File: src/hdl/cle_pkg.sv
// Shared types and constants of the console line editor.
package cle_pkg;

  localparam logic [7:0] KEY_BS    = 8'h08;
  localparam logic [7:0] KEY_LF    = 8'h0A;
  localparam logic [7:0] KEY_CR    = 8'h0D;
  localparam logic [7:0] KEY_ESC   = 8'h1B;
  localparam logic [7:0] KEY_DEL   = 8'h7F;
  localparam logic [7:0] KEY_SPACE = 8'h20;
  localparam logic [7:0] PRINT_LO  = 8'h20;
  localparam logic [7:0] PRINT_HI  = 8'h7E;
  localparam logic [7:0] KEY_LBRK  = 8'h5B;
  localparam logic [7:0] KEY_C     = 8'h43;
  localparam logic [7:0] KEY_D     = 8'h44;
  localparam logic [7:0] KEY_NUL   = 8'h00;

  localparam int QUEUE_DEPTH = 4;
  localparam int QUEUE_AW    = $clog2(QUEUE_DEPTH);

  typedef enum logic [2:0] {
    OP_INSERT,
    OP_DELETE,
    OP_ENTER,
    OP_RIGHT,
    OP_LEFT
  } cle_op_e;

  typedef struct packed {
    cle_op_e    op;
    logic [7:0] key;
  } cle_cmd_t;

endpackage

File: src/hdl/console_line_editor.sv
// Top level of the console line editor: front end, command queue and engine.
//
// The block takes one keyboard byte per input transaction on key_byte_i
// (in_valid_i / in_stall_o) and produces output transactions on out_byte_o,
// channel_o and last_o (out_valid_o / out_stall_i). channel_o is 0 for echo
// bytes meant for the terminal and 1 for bytes of a completed line, which
// end with a zero byte. last_o marks the final output of a key; keys that
// cause no output produce no transaction at all.
// The front end classifies keys and tracks escape sequences, and
// queues edit commands four deep, so typing continues while the engine works.
// The engine owns a line memory with one write port and one registered read
// port (one write and one registered read per cycle); they set the cost of an
// edit. An insert or delete first shifts the bytes right of the cursor through
// the memory and then echoes; at the end of the line there is no shift.
// Reset empties the queue, the line and the escape state. While out_stall_i
// is high the output register holds its transaction, the engine stops at its
// next output byte, and once the queue fills in_stall_o rises.
module console_line_editor #(
  parameter int LINE_CAP = 32
) (
  input  logic       clk_i,
  input  logic       rst_ni,
  input  logic       in_valid_i,
  output logic       in_stall_o,
  input  logic [7:0] key_byte_i,
  output logic       out_valid_o,
  input  logic       out_stall_i,
  output logic [7:0] out_byte_o,
  output logic       channel_o,
  output logic       last_o
);
  import cle_pkg::*;

  // Commands between the front end and the queue, and the queue and engine.
  cle_cmd_t push_cmd;
  cle_cmd_t pop_cmd;
  logic     push;
  logic     queue_full;
  logic     pop;
  logic     queue_empty;

  cle_front u_front (
    .clk_i      (clk_i),
    .rst_ni     (rst_ni),
    .in_valid_i (in_valid_i),
    .in_stall_o (in_stall_o),
    .key_byte_i (key_byte_i),
    .full_i     (queue_full),
    .push_o     (push),
    .push_cmd_o (push_cmd)
  );

  cle_fifo u_fifo (
    .clk_i      (clk_i),
    .rst_ni     (rst_ni),
    .push_i     (push),
    .push_cmd_i (push_cmd),
    .full_o     (queue_full),
    .pop_i      (pop),
    .pop_cmd_o  (pop_cmd),
    .empty_o    (queue_empty)
  );

  // The engine pops one command at a time and runs it to its last byte.
  cle_back #(
    .LINE_CAP (LINE_CAP)
  ) u_back (
    .clk_i       (clk_i),
    .rst_ni      (rst_ni),
    .cmd_i       (pop_cmd),
    .cmd_empty_i (queue_empty),
    .pop_o       (pop),
    .out_valid_o (out_valid_o),
    .out_stall_i (out_stall_i),
    .out_byte_o  (out_byte_o),
    .channel_o   (channel_o),
    .last_o      (last_o)
  );

endmodule

File: src/hdl/cle_front.sv
// Front end: takes key bytes, tracks escape sequences and emits edit commands.
module cle_front (
  input  logic             clk_i,
  input  logic             rst_ni,
  input  logic             in_valid_i,
  output logic             in_stall_o,
  input  logic [7:0]       key_byte_i,
  input  logic             full_i,
  output logic             push_o,
  output cle_pkg::cle_cmd_t push_cmd_o
);
  import cle_pkg::*;

  typedef enum logic [1:0] {
    PH_NORMAL,
    PH_ESC,
    PH_CSI
  } phase_e;

  phase_e phase_q, phase_d;
  logic   accept;
  logic   cmd_ok;

  assign in_stall_o = full_i;
  assign accept     = in_valid_i && !full_i;

  always_comb begin
    phase_d         = phase_q;
    cmd_ok          = 1'b0;
    push_cmd_o.op   = OP_INSERT;
    push_cmd_o.key  = key_byte_i;
    case (phase_q)
      PH_ESC: begin
        phase_d = (key_byte_i == KEY_LBRK) ? PH_CSI : PH_NORMAL;
      end
      PH_CSI: begin
        phase_d = PH_NORMAL;
        if (key_byte_i == KEY_C) begin
          cmd_ok        = 1'b1;
          push_cmd_o.op = OP_RIGHT;
        end else if (key_byte_i == KEY_D) begin
          cmd_ok        = 1'b1;
          push_cmd_o.op = OP_LEFT;
        end
      end
      default: begin
        if (key_byte_i == KEY_CR || key_byte_i == KEY_LF) begin
          cmd_ok        = 1'b1;
          push_cmd_o.op = OP_ENTER;
        end else if (key_byte_i == KEY_BS || key_byte_i == KEY_DEL) begin
          cmd_ok        = 1'b1;
          push_cmd_o.op = OP_DELETE;
        end else if (key_byte_i == KEY_ESC) begin
          phase_d = PH_ESC;
        end else if (key_byte_i >= PRINT_LO && key_byte_i <= PRINT_HI) begin
          cmd_ok        = 1'b1;
          push_cmd_o.op = OP_INSERT;
        end
      end
    endcase
  end

  assign push_o = accept && cmd_ok;

  always_ff @(posedge clk_i or negedge rst_ni) begin
    if (!rst_ni) begin
      phase_q <= PH_NORMAL;
    end else if (accept) begin
      phase_q <= phase_d;
    end
  end

endmodule

File: src/hdl/cle_fifo.sv
// Small command queue between the front end and the editing engine.
module cle_fifo (
  input  logic              clk_i,
  input  logic              rst_ni,
  input  logic              push_i,
  input  cle_pkg::cle_cmd_t push_cmd_i,
  output logic              full_o,
  input  logic              pop_i,
  output cle_pkg::cle_cmd_t pop_cmd_o,
  output logic              empty_o
);
  import cle_pkg::*;

  cle_cmd_t                entry_q [QUEUE_DEPTH];
  logic [QUEUE_AW-1:0]     wr_ptr_q, rd_ptr_q;
  logic [QUEUE_AW:0]       count_q;
  logic                    do_push, do_pop;

  assign full_o    = (count_q == (QUEUE_AW+1)'(QUEUE_DEPTH));
  assign empty_o   = (count_q == '0);
  assign do_push   = push_i && !full_o;
  assign do_pop    = pop_i && !empty_o;
  assign pop_cmd_o = entry_q[rd_ptr_q];

  always_ff @(posedge clk_i) begin
    if (do_push) begin
      entry_q[wr_ptr_q] <= push_cmd_i;
    end
  end

  always_ff @(posedge clk_i or negedge rst_ni) begin
    if (!rst_ni) begin
      wr_ptr_q <= '0;
      rd_ptr_q <= '0;
      count_q  <= '0;
    end else begin
      if (do_push) begin
        wr_ptr_q <= wr_ptr_q + QUEUE_AW'(1);
      end
      if (do_pop) begin
        rd_ptr_q <= rd_ptr_q + QUEUE_AW'(1);
      end
      if (do_push && !do_pop) begin
        count_q <= count_q + (QUEUE_AW+1)'(1);
      end else if (do_pop && !do_push) begin
        count_q <= count_q - (QUEUE_AW+1)'(1);
      end
    end
  end

endmodule

File: src/hdl/cle_back.sv
// Editing engine: line memory, cursor state and the output byte sequencer.
module cle_back #(
  parameter int LINE_CAP = 32
) (
  input  logic              clk_i,
  input  logic              rst_ni,
  input  cle_pkg::cle_cmd_t cmd_i,
  input  logic              cmd_empty_i,
  output logic              pop_o,
  output logic              out_valid_o,
  input  logic              out_stall_i,
  output logic [7:0]        out_byte_o,
  output logic              channel_o,
  output logic              last_o
);
  import cle_pkg::*;

  localparam int AW = $clog2(LINE_CAP);
  localparam int CW = $clog2(LINE_CAP + 1);

  typedef enum logic [2:0] {
    S_IDLE,
    S_SHR,
    S_SHL,
    S_HEAD,
    S_TAIL,
    S_MID,
    S_BACK
  } state_e;

  state_e          state_q, state_d;
  logic [CW-1:0]   len_q, len_d, cur_q, cur_d;
  logic [CW-1:0]   idx_q, idx_d, end_q, end_d, tstart_q, tstart_d;
  logic [CW-1:0]   bs_q, bs_d, wpos_q, wpos_d;
  logic [7:0]      head_q, head_d, mid_q, mid_d;
  logic            head_wr_q, head_wr_d, has_mid_q, has_mid_d, tch_q, tch_d;
  logic            rd_ok_q, rd_ok_d;
  logic            out_valid_q, out_valid_d, out_chan_q, out_chan_d;
  logic            out_last_q, out_last_d;
  logic [7:0]      out_byte_q, out_byte_d;

  logic [7:0]      mem_q [LINE_CAP];
  logic [7:0]      rdata_q;
  logic            mem_we, mem_re;
  logic [AW-1:0]   mem_waddr, mem_raddr;
  logic [7:0]      mem_wdata;

  logic [CW-1:0]   idx_m1, idx_m2, idx_p1;
  logic            out_free, tail_empty;
  state_e          after_tail, after_head;

  assign idx_m1     = idx_q - CW'(1);
  assign idx_m2     = idx_q - CW'(2);
  assign idx_p1     = idx_q + CW'(1);
  assign out_free   = !out_valid_q || !out_stall_i;
  assign tail_empty = (tstart_q == end_q);
  assign after_tail = has_mid_q ? S_MID : ((bs_q != '0) ? S_BACK : S_IDLE);
  assign after_head = tail_empty ? after_tail : S_TAIL;

  always_comb begin
    state_d     = state_q;
    len_d       = len_q;
    cur_d       = cur_q;
    idx_d       = idx_q;
    end_d       = end_q;
    tstart_d    = tstart_q;
    bs_d        = bs_q;
    wpos_d      = wpos_q;
    head_d      = head_q;
    mid_d       = mid_q;
    head_wr_d   = head_wr_q;
    has_mid_d   = has_mid_q;
    tch_d       = tch_q;
    rd_ok_d     = rd_ok_q;
    out_valid_d = out_valid_q;
    out_byte_d  = out_byte_q;
    out_chan_d  = out_chan_q;
    out_last_d  = out_last_q;
    pop_o       = 1'b0;
    mem_we      = 1'b0;
    mem_re      = 1'b0;
    mem_waddr   = '0;
    mem_raddr   = '0;
    mem_wdata   = '0;

    if (out_valid_q && !out_stall_i) begin
      out_valid_d = 1'b0;
    end

    case (state_q)
      S_IDLE: begin
        if (!cmd_empty_i) begin
          pop_o = 1'b1;
          case (cmd_i.op)
            OP_INSERT: begin
              if (len_q < CW'(LINE_CAP - 1)) begin
                wpos_d    = cur_q;
                head_d    = cmd_i.key;
                head_wr_d = 1'b1;
                tstart_d  = cur_q + CW'(1);
                end_d     = len_q + CW'(1);
                bs_d      = len_q - cur_q;
                has_mid_d = 1'b0;
                tch_d     = 1'b0;
                idx_d     = len_q;
                len_d     = len_q + CW'(1);
                cur_d     = cur_q + CW'(1);
                state_d   = (len_q != cur_q) ? S_SHR : S_HEAD;
              end
            end
            OP_DELETE: begin
              if (cur_q != '0) begin
                head_d    = KEY_BS;
                head_wr_d = 1'b0;
                tstart_d  = cur_q - CW'(1);
                end_d     = len_q - CW'(1);
                has_mid_d = 1'b1;
                mid_d     = KEY_SPACE;
                bs_d      = len_q - cur_q + CW'(1);
                tch_d     = 1'b0;
                idx_d     = cur_q;
                len_d     = len_q - CW'(1);
                cur_d     = cur_q - CW'(1);
                state_d   = (cur_q != len_q) ? S_SHL : S_HEAD;
              end
            end
            OP_ENTER: begin
              head_d    = KEY_LF;
              head_wr_d = 1'b0;
              tstart_d  = '0;
              end_d     = len_q;
              has_mid_d = 1'b1;
              mid_d     = KEY_NUL;
              bs_d      = '0;
              tch_d     = 1'b1;
              len_d     = '0;
              cur_d     = '0;
              state_d   = S_HEAD;
            end
            OP_RIGHT: begin
              if (cur_q < len_q) begin
                tstart_d  = cur_q;
                end_d     = cur_q + CW'(1);
                idx_d     = cur_q;
                has_mid_d = 1'b0;
                bs_d      = '0;
                tch_d     = 1'b0;
                cur_d     = cur_q + CW'(1);
                state_d   = S_TAIL;
              end
            end
            OP_LEFT: begin
              if (cur_q != '0) begin
                head_d    = KEY_BS;
                head_wr_d = 1'b0;
                tstart_d  = '0;
                end_d     = '0;
                has_mid_d = 1'b0;
                bs_d      = '0;
                tch_d     = 1'b0;
                cur_d     = cur_q - CW'(1);
                state_d   = S_HEAD;
              end
            end
            default: ;
          endcase
        end
      end
      S_SHR: begin
        if (!rd_ok_q) begin
          mem_re    = 1'b1;
          mem_raddr = idx_m1[AW-1:0];
          rd_ok_d   = 1'b1;
        end else begin
          mem_we    = 1'b1;
          mem_waddr = idx_q[AW-1:0];
          mem_wdata = rdata_q;
          idx_d     = idx_m1;
          if (idx_m1 > wpos_q) begin
            mem_re    = 1'b1;
            mem_raddr = idx_m2[AW-1:0];
          end else begin
            rd_ok_d = 1'b0;
            state_d = S_HEAD;
          end
        end
      end
      S_SHL: begin
        if (!rd_ok_q) begin
          mem_re    = 1'b1;
          mem_raddr = idx_q[AW-1:0];
          rd_ok_d   = 1'b1;
        end else begin
          mem_we    = 1'b1;
          mem_waddr = idx_m1[AW-1:0];
          mem_wdata = rdata_q;
          idx_d     = idx_p1;
          if (idx_p1 <= end_q) begin
            mem_re    = 1'b1;
            mem_raddr = idx_p1[AW-1:0];
          end else begin
            rd_ok_d = 1'b0;
            state_d = S_HEAD;
          end
        end
      end
      S_HEAD: begin
        if (out_free) begin
          out_valid_d = 1'b1;
          out_byte_d  = head_q;
          out_chan_d  = 1'b0;
          out_last_d  = tail_empty && !has_mid_q && (bs_q == '0);
          if (head_wr_q) begin
            mem_we    = 1'b1;
            mem_waddr = wpos_q[AW-1:0];
            mem_wdata = head_q;
          end
          idx_d   = tstart_q;
          state_d = after_head;
        end
      end
      S_TAIL: begin
        if (!rd_ok_q) begin
          mem_re    = 1'b1;
          mem_raddr = idx_q[AW-1:0];
          rd_ok_d   = 1'b1;
        end else if (out_free) begin
          out_valid_d = 1'b1;
          out_byte_d  = rdata_q;
          out_chan_d  = tch_q;
          out_last_d  = (idx_p1 == end_q) && !has_mid_q && (bs_q == '0);
          idx_d       = idx_p1;
          if (idx_p1 != end_q) begin
            mem_re    = 1'b1;
            mem_raddr = idx_p1[AW-1:0];
          end else begin
            rd_ok_d = 1'b0;
            state_d = after_tail;
          end
        end
      end
      S_MID: begin
        if (out_free) begin
          out_valid_d = 1'b1;
          out_byte_d  = mid_q;
          out_chan_d  = tch_q;
          out_last_d  = (bs_q == '0);
          state_d     = (bs_q != '0) ? S_BACK : S_IDLE;
        end
      end
      S_BACK: begin
        if (out_free) begin
          out_valid_d = 1'b1;
          out_byte_d  = KEY_BS;
          out_chan_d  = 1'b0;
          out_last_d  = (bs_q == CW'(1));
          bs_d        = bs_q - CW'(1);
          if (bs_q == CW'(1)) begin
            state_d = S_IDLE;
          end
        end
      end
      default: begin
        state_d = S_IDLE;
      end
    endcase
  end

  always_ff @(posedge clk_i) begin
    if (mem_we) begin
      mem_q[mem_waddr] <= mem_wdata;
    end
    if (mem_re) begin
      rdata_q <= mem_q[mem_raddr];
    end
  end

  always_ff @(posedge clk_i or negedge rst_ni) begin
    if (!rst_ni) begin
      state_q     <= S_IDLE;
      len_q       <= '0;
      cur_q       <= '0;
      rd_ok_q     <= 1'b0;
      out_valid_q <= 1'b0;
    end else begin
      state_q     <= state_d;
      len_q       <= len_d;
      cur_q       <= cur_d;
      rd_ok_q     <= rd_ok_d;
      out_valid_q <= out_valid_d;
    end
  end

  always_ff @(posedge clk_i) begin
    idx_q      <= idx_d;
    end_q      <= end_d;
    tstart_q   <= tstart_d;
    bs_q       <= bs_d;
    wpos_q     <= wpos_d;
    head_q     <= head_d;
    mid_q      <= mid_d;
    head_wr_q  <= head_wr_d;
    has_mid_q  <= has_mid_d;
    tch_q      <= tch_d;
    out_byte_q <= out_byte_d;
    out_chan_q <= out_chan_d;
    out_last_q <= out_last_d;
  end

  assign out_valid_o = out_valid_q;
  assign out_byte_o  = out_byte_q;
  assign channel_o   = out_chan_q;
  assign last_o      = out_last_q;

  a_cur_within_line: assert property (@(posedge clk_i) disable iff (!rst_ni)
    cur_q <= len_q)
    else $error("cursor beyond end of line");

  a_len_below_cap: assert property (@(posedge clk_i) disable iff (!rst_ni)
    len_q <= CW'(LINE_CAP - 1))
    else $error("line length exceeds capacity");

  a_idle_no_prefetch: assert property (@(posedge clk_i) disable iff (!rst_ni)
    (state_q == S_IDLE) |-> !rd_ok_q)
    else $error("stale memory prefetch left in idle");

  a_busy_until_last: assert property (@(posedge clk_i) disable iff (!rst_ni)
    (out_valid_q && !out_stall_i && !out_last_q) |-> (state_q != S_IDLE))
    else $error("engine went idle before the final byte of a key");

endmodule
File: config.mk
export PLATFORM = sky130hd
export DESIGN_NAME = console_line_editor
export DESIGN_NICKNAME = d
export VERILOG_FILES = /design/src/hdl/cle_pkg.sv /design/src/hdl/console_line_editor.sv /design/src/hdl/cle_front.sv /design/src/hdl/cle_fifo.sv /design/src/hdl/cle_back.sv
export SDC_FILE = /design/constraint.sdc
export NUM_CORES = 1
export LEC_CHECK = 0
export BUFFER_PORTS_ARGS = -buffer_cell sky130_fd_sc_hd__buf_2
export CAP_MARGIN = 25
export CORE_MARGIN = 1
export CORE_UTILIZATION = 57
export CTS_CLUSTER_SIZE = 8
export DETAILED_ROUTE_END_ITERATION = 10
export PLACE_DENSITY = 0.76
export SLEW_MARGIN = 5
export SYNTH_ARGS = -nofsm -noshare
export SYNTH_HDL_FRONTEND = slang
export SYNTH_SLANG_ARGS = --single-unit
File: constraint.sdc
create_clock -name clk_i -period 3.77 [get_ports clk_i]
set_input_delay 0.5655 -clock clk_i [delete_from_list [all_inputs] [get_ports clk_i]]
set_output_delay 0.5655 -clock clk_i [all_outputs]
set_load 0.01 [all_outputs]
# Word-level counts from Yosys, hierarchy flattened
# Memories as Yosys holds them, arrays and structs flattened. A register that Yosys moved wholly into a read port is not among the register bits.
# Cells that the tools add are included.
[op_classes] addsub=14 magnitude_cmp=6 n_eq_ne=53 muxes=141 bitwise=1 reduce_logical=56
[ops] operator="$mux 6" n=20
[ops] operator="$pmux 6 s5" n=4
[ops] operator="$mux 8" n=11
[ops] operator="$mux 3" n=24
[ops] operator="$mux 5" n=11
[ops] operator="$mux 1" n=42
[ops] operator="$pmux 6 s3" n=2
[ops] operator="$eq 8x7->1 const B" n=4
[ops] operator="$pmux 8 s2" n=2
[ops] operator="$pmux 8 s4" n=1
[ops] operator="$pmux 5 s3" n=2
[ops] operator="$ne 2x1->1 const B" n=14
[ops] operator="$add 6x1->6 const B" n=4
[ops] operator="$eq 8x4->1 const B" n=3
[ops] operator="$pmux 6 s4" n=1
[ops] operator="$pmux 8 s3" n=1
[ops] operator="$sub 6x1->6 const B" n=4
[ops] operator="$pmux 3 s7" n=1
[ops] operator="$ne 6x6->1" n=3
[ops] operator="$reduce_and 17->1" n=1
[ops] operator="$eq 3x3->1 const B" n=5
[ops] operator="$pmux 3 s5" n=1
[ops] operator="$reduce_bool 3->1" n=5
[ops] operator="$eq 3x2->1 const B" n=4
[ops] operator="49 further kinds" n=101
[totals] reg_bits=85 ram_bits=300 input_bits=12 elab_cells=295 memories=2
[memory_table] name="u_back.mem_q" words=32 width=8 read_ports=1 rd_clocked_by_memory_dff=1 write_ports=1 line="cle_back.sv:42" source="logic [7:0] mem_q [LINE_CAP];"
[memory_table] name="u_fifo.entry_q" words=4 width=11 read_ports=1 rd_clocked_by_memory_dff=0 write_ports=1 line="cle_fifo.sv:14" source="cle_cmd_t entry_q [QUEUE_DEPTH];"

# Logic depth before layout (Yosys ltp)
[logic_depth] depth_word=13 mapped_depth=20 depth_no_buf=17

# By module
# A second synthesis with hierarchy kept.
[unflattened] hier_cells=1558 area_unflattened_um2=18856.8
[by_module_without_submodules] module="cle_back" instances=1 cells_each=1416 area_each_um2=16417.0 seq_area_each_um2=9914.5
[by_module_without_submodules] module="cle_fifo" instances=1 cells_each=92 area_each_um2=2054.5 seq_area_each_um2=1496.4
[by_module_without_submodules] module="cle_front" instances=1 cells_each=50 area_each_um2=385.4 seq_area_each_um2=50.0

# Worst setup path before layout
# Ideal clock, no wire load.
[synth_path] kind="flip-flop to flip-flop" startpoint="register u_back.idx_q[2]" endpoint="register u_back.rdata_q[0] (read register of u_back.mem_q) (data pin)" setup_ns=0.267 arrival_time_ns=3.705 required_time_ns=3.503 slack_ns=-0.202 stages_incl_launch_ff=19 n_path_buf=2 path_cell_list="edfxtp_1 > buf_2 > inv_1 > ha_1 > nand2_1 > nand2_1 > or3_1 > xor2_1 > inv_1 > ha_1 > nand4_1 > o21bai_2 > a31oi_4 > a31oi_2 > nand2_2 > buf_2 > mux4_2 > a22oi_1 > nand4_1"
[synth_via] elab_chain_len=6 word_cells_on_any_way=22
[synth_lines] item="start: declaration" line="cle_back.sv:33" source="logic [CW-1:0] idx_q, idx_d, end_q, end_d, tstart_q, tstart_d;"
[synth_lines] item="start signal: assignment" line="cle_back.sv:295" source="idx_q <= idx_d;"
[synth_lines] item="parallel branches: the longest is 6 deep, another holds $add 6x1->6"
[synth_lines] item="end: declaration" line="cle_back.sv:43" source="logic [7:0] rdata_q;"
# Parallel ways; which one is timed is not known.
# A chain may end at the register's enable or synchronous reset.

# Worst setup path in the final report
[layout_path] startpoint="register u_back.idx_q[1]" endpoint="register u_back.rdata_q[2] (read register of u_back.mem_q) (data pin)"
# The elaborated chain is that of the path after synthesis.

==> impl_metrics.py <==
metrics = {
    "status": {
        "outcome": "finished with violations",
        "violations": "negative setup slack",
    },
    "global_route": {
        "grt_pass1_wl_um": 74500,
        "first_global_vias": 12600,
        "grt_overflow": 0,
        "grt_max_degree": 34,
        "antenna_found_initial": 0,
        "track_usage_pct": 29.7,
    },
    "placed_design": {
        "dp_hpwl_um": 32000,
        "place_inst": 1910,
        "place_area_um2": 20200,
        "port_buffers": 23,
        "place_congestion": 0.967,
    },
    "route": {
        "wl_per_cell_um": 24.2,
        "vias": 13000,
        "avgViaCountPerCell": 6.45,
        "firstDrtPassIters": 6,
        "drc": 0,
        "antenna_left": 0,
        "wirelength_um": 48700,
        "drt_iter0_markers": 1473,
    },
    "synthesis": {
        "synth_warnings": 0,
        "synthCells": 1378,
        "syn_nets": 1431,
        "synth_area_um2": 18600,
        "ys_types": 79,
        "ys_seq_area_share_pct": 61.6,
        "avgSynthCellArea_um2": 13.5,
        "ys_ff_latch": 386,
        "synth_ff_type": "edfxtp_1",
        "async_reset_ff_share_pct": 6.74,
        "synth_edf_count": 360,
    },
    "critical_path": {
        "cp_max_fo": 6,
        "rr_worst_depth": 17,
        "worstSetupPathType": "reg -> reg",
        "r2r_end": "u_back.rdata_q[2]",
        "required_ns": 4.08,
        "critPathLaunchType": "register",
        "startpoint": "u_back.idx_q[1]",
        "reg2reg_slack_ns": -0.26,
        "crit_path_end_kind": "register",
        "r2r-start": "u_back.idx_q[1]",
        "arrival_ns": 4.33,
    },
    "timing": {
        "slew_headroom_pct": 49.6,
        "layout_min_cycle_time_ns": 4.03,
        "setup_tns_ns": -1.55,
        "worst_pin_slew_ns": 0.735,
        "timing.final.crit_share_pct": 107,
        "skew_ns": 0.0378,
        "layout_setup_ws_ns": -0.257,
        "finalHoldViolations": 0,
        "fmax_mhz": 248,
        "rsz0062_at_grt": "yes",
        "slew_viol_final": 0,
        "setup_violations": 8,
    },
    "finish": {
        "final_cells": 2012,
        "area_growth_pct": 19.8,
        "stdcell_area_um2": 22300,
        "num-fill-cells": 2042,
        "diodes": 0,
        "drive_gt1_share_pct": 25.1,
        "layout.nets": 1611,
    },
    "pwr": {
        "vdd_drop_max_mv": 0.539,
        "p_total_mw": 23.4,
        "power.density_nw_per_um2": 1050,
        "power.leakage_nw": 8.01,
    },
    "floorplan": {
        "start_util_pct": 58.5,
        "fp.dieH_um": 183,
        "ios": 24,
        "dieWidth_um": 183,
        "core_um2": 31800,
        "fp-row-count": 65,
        "die_area_um2": 33400,
    },
    "clocking": {
        "cts_hold_buf": 0,
        "max-clock-path-buffers": 3,
        "h-tree-depth": 2,
        "cts_tree": "built",
        "path_clk_slew_ns": 0.05,
        "clk_latency_ns": 0.58,
        "cts_root_buf": "clkbuf_16",
        "clock_sinks": 386,
        "cts_made_buffers": 54,
    },
    "hold_path": {
        "hold_path_class": "in -> async",
    },
    "run": {
        "maxCapViolations": 0,
    },
}
-- worst max-delay path, cell delays in order (launching register included) --
cell and delay [ns]:
edfxtp_1 0.45, inv_2 0.16, buf_6 0.14, ha_2 0.18
nor3b_4 0.21, xnor2_2 0.15, inv_1 0.07, ha_1 0.30
nand4_1 0.12, o21bai_4 0.20, a31oi_4 0.28, a31oi_4 0.16
nand2_4 0.20, buf_12 0.15, buf_6 0.09, mux4_2 0.49
a22oi_2 0.31, nand4_1 0.12
-- how the worst max path moves through the flow --
| stage | endpoint | cells past startpoint |
|---|---|---|
| after floorplan | u_back.rdata_q[5] | 18 |
| after global placement | u_back.rdata_q[2] | 17 |
| after detailed placement | u_back.rdata_q[2] | 17 |
| after CTS | u_back.rdata_q[0] | 18 |
| after global routing | u_back.rdata_q[2] | 17 |
| final | u_back.rdata_q[2] | 17 |
-- metal layers --
layer	part of all wire, %	up-vias	wire [um]	GRT usage, %
met2	46	799	22300	46.0
met4	3.5	0	1680	10.4
li1	-	5652	-	-
met1	40	6392	19700	41.8
met5	0	-	0	0
met3	10	134	4980	6.17
-- final cells by class --
type / count / area, um^2 / share of cell area, %
timing repair buffer: 200 / 1690 / 7.57
clock inverter: 3 / 55.1 / 0.247
tap: 435 / 544 / 2.44
multi-input combinational: 865 / 6910 / 31.0
clock buffer: 72 / 1440 / 6.46
inverter: 51 / 194 / 0.870
sequential: 386 / 11500 / 51.4
-- cell usage after synthesis, types with 12 or more instances --
cell      count  area [um^2]
edfxtp_1    360        10800
nor2_1      103          387
nand2_1      93          349
mux2i_1      88          881
a21oi_1      72          360
o21ai_0      51          255
inv_1        46          173
mux4_2       41          923
ha_1         39          488
clkbuf_1     35          131
a22oi_1      31          233
xnor2_1      29          254
dfrtp_1      26          651
nand3_1      25          125
buf_2        24          120
mux2_2       22          248
nor3_1       22          110
a22o_1       21          184
nand4_1      19          119
xor2_1       18          158
and3_1       16          100
o22ai_1      12         75.1
-- kinds of logic after synthesis --
kind of cell	share of synthesized area, %
compound gates	10.2
xor+xnor	2.21
fa+ha+maj	2.84
buf+inv	3.11
flops	61.6
mux	11.0
simple gates	9.03
-- report_power, final --
part / internal, mW / total [mW] / switching, mW
registers: 6.14 / 6.67 / 0.525
logic: 5.47 / 12.4 / 6.96
clock network: 2.62 / 4.33 / 1.71
-- sequential cells by signal (all words and copies together) (netlist names), 2 cells and up --
signal	count
u_back.tstart_q	6
u_back.bs_q	6
u_back.end_q	6
u_back.len_q	6
u_back.out_byte_o	8
u_back.rdata_q	8
u_fifo.entry_q	44
u_fifo.rd_ptr_q	2
u_back.mem_q	256
u_back.state_q	3
u_fifo.count_q	3
u_back.head_q	8
u_back.idx_q	6
u_back.wpos_q	6
u_front.phase_q	2
u_fifo.wr_ptr_q	2
u_back.cur_q	6
-- cell usage in the layout, fill, tap and decap left out, drive strengths merged, types with 5 or more instances in the layout --
| master | count |
|---|---|
| edfxtp | 360 |
| nand2b | 7 |
| a221oi | 9 |
| nand3 | 25 |
| or3 | 9 |
| nand4 | 20 |
| a211oi | 11 |
| and2 | 8 |
| a31oi | 13 |
| clkbuf | 72 |
| nand2 | 95 |
| clkinv | 5 |
| mux2 | 22 |
| a22o | 21 |
| and3 | 18 |
| mux2i | 88 |
| xor2 | 18 |
| o211ai | 6 |
| dfrtp | 26 |
| a21oi | 72 |
| nor2 | 105 |
| o22ai | 12 |
| nor3b | 8 |
| xnor2 | 29 |
| inv | 49 |
| nor3 | 23 |
| a21o | 8 |
| o22a | 9 |
| ha | 39 |
| buf | 200 |
| o21ai | 55 |
| nor2b | 12 |
| mux4 | 41 |
| a22oi | 31 |
-- per-stage QoR --
stage	utilization [%]	worst slack [ns]	hold slack, ns
global placement	63.6	-0.332	0.465
floorplan	-	-0.00937	0.270
finish	70.1	-0.257	0.0508
global route	70.1	-0.373	0.0865
detailed placement	63.6	-0.460	0.476
CTS	69.4	-0.263	0.0625
-- repair_timing --
| action | 4_1_cts | 5_1_grt |
|---|---|---|
| buffers inserted | 19 | 7 |
| cloned | 2 | 0 |
| endpoints found under the setup margin | 8 | 8 |
| pin swaps | 22 | 23 |
| gates resized for setup | 33 | 32 |
Power figures use the tool's default switching activity.
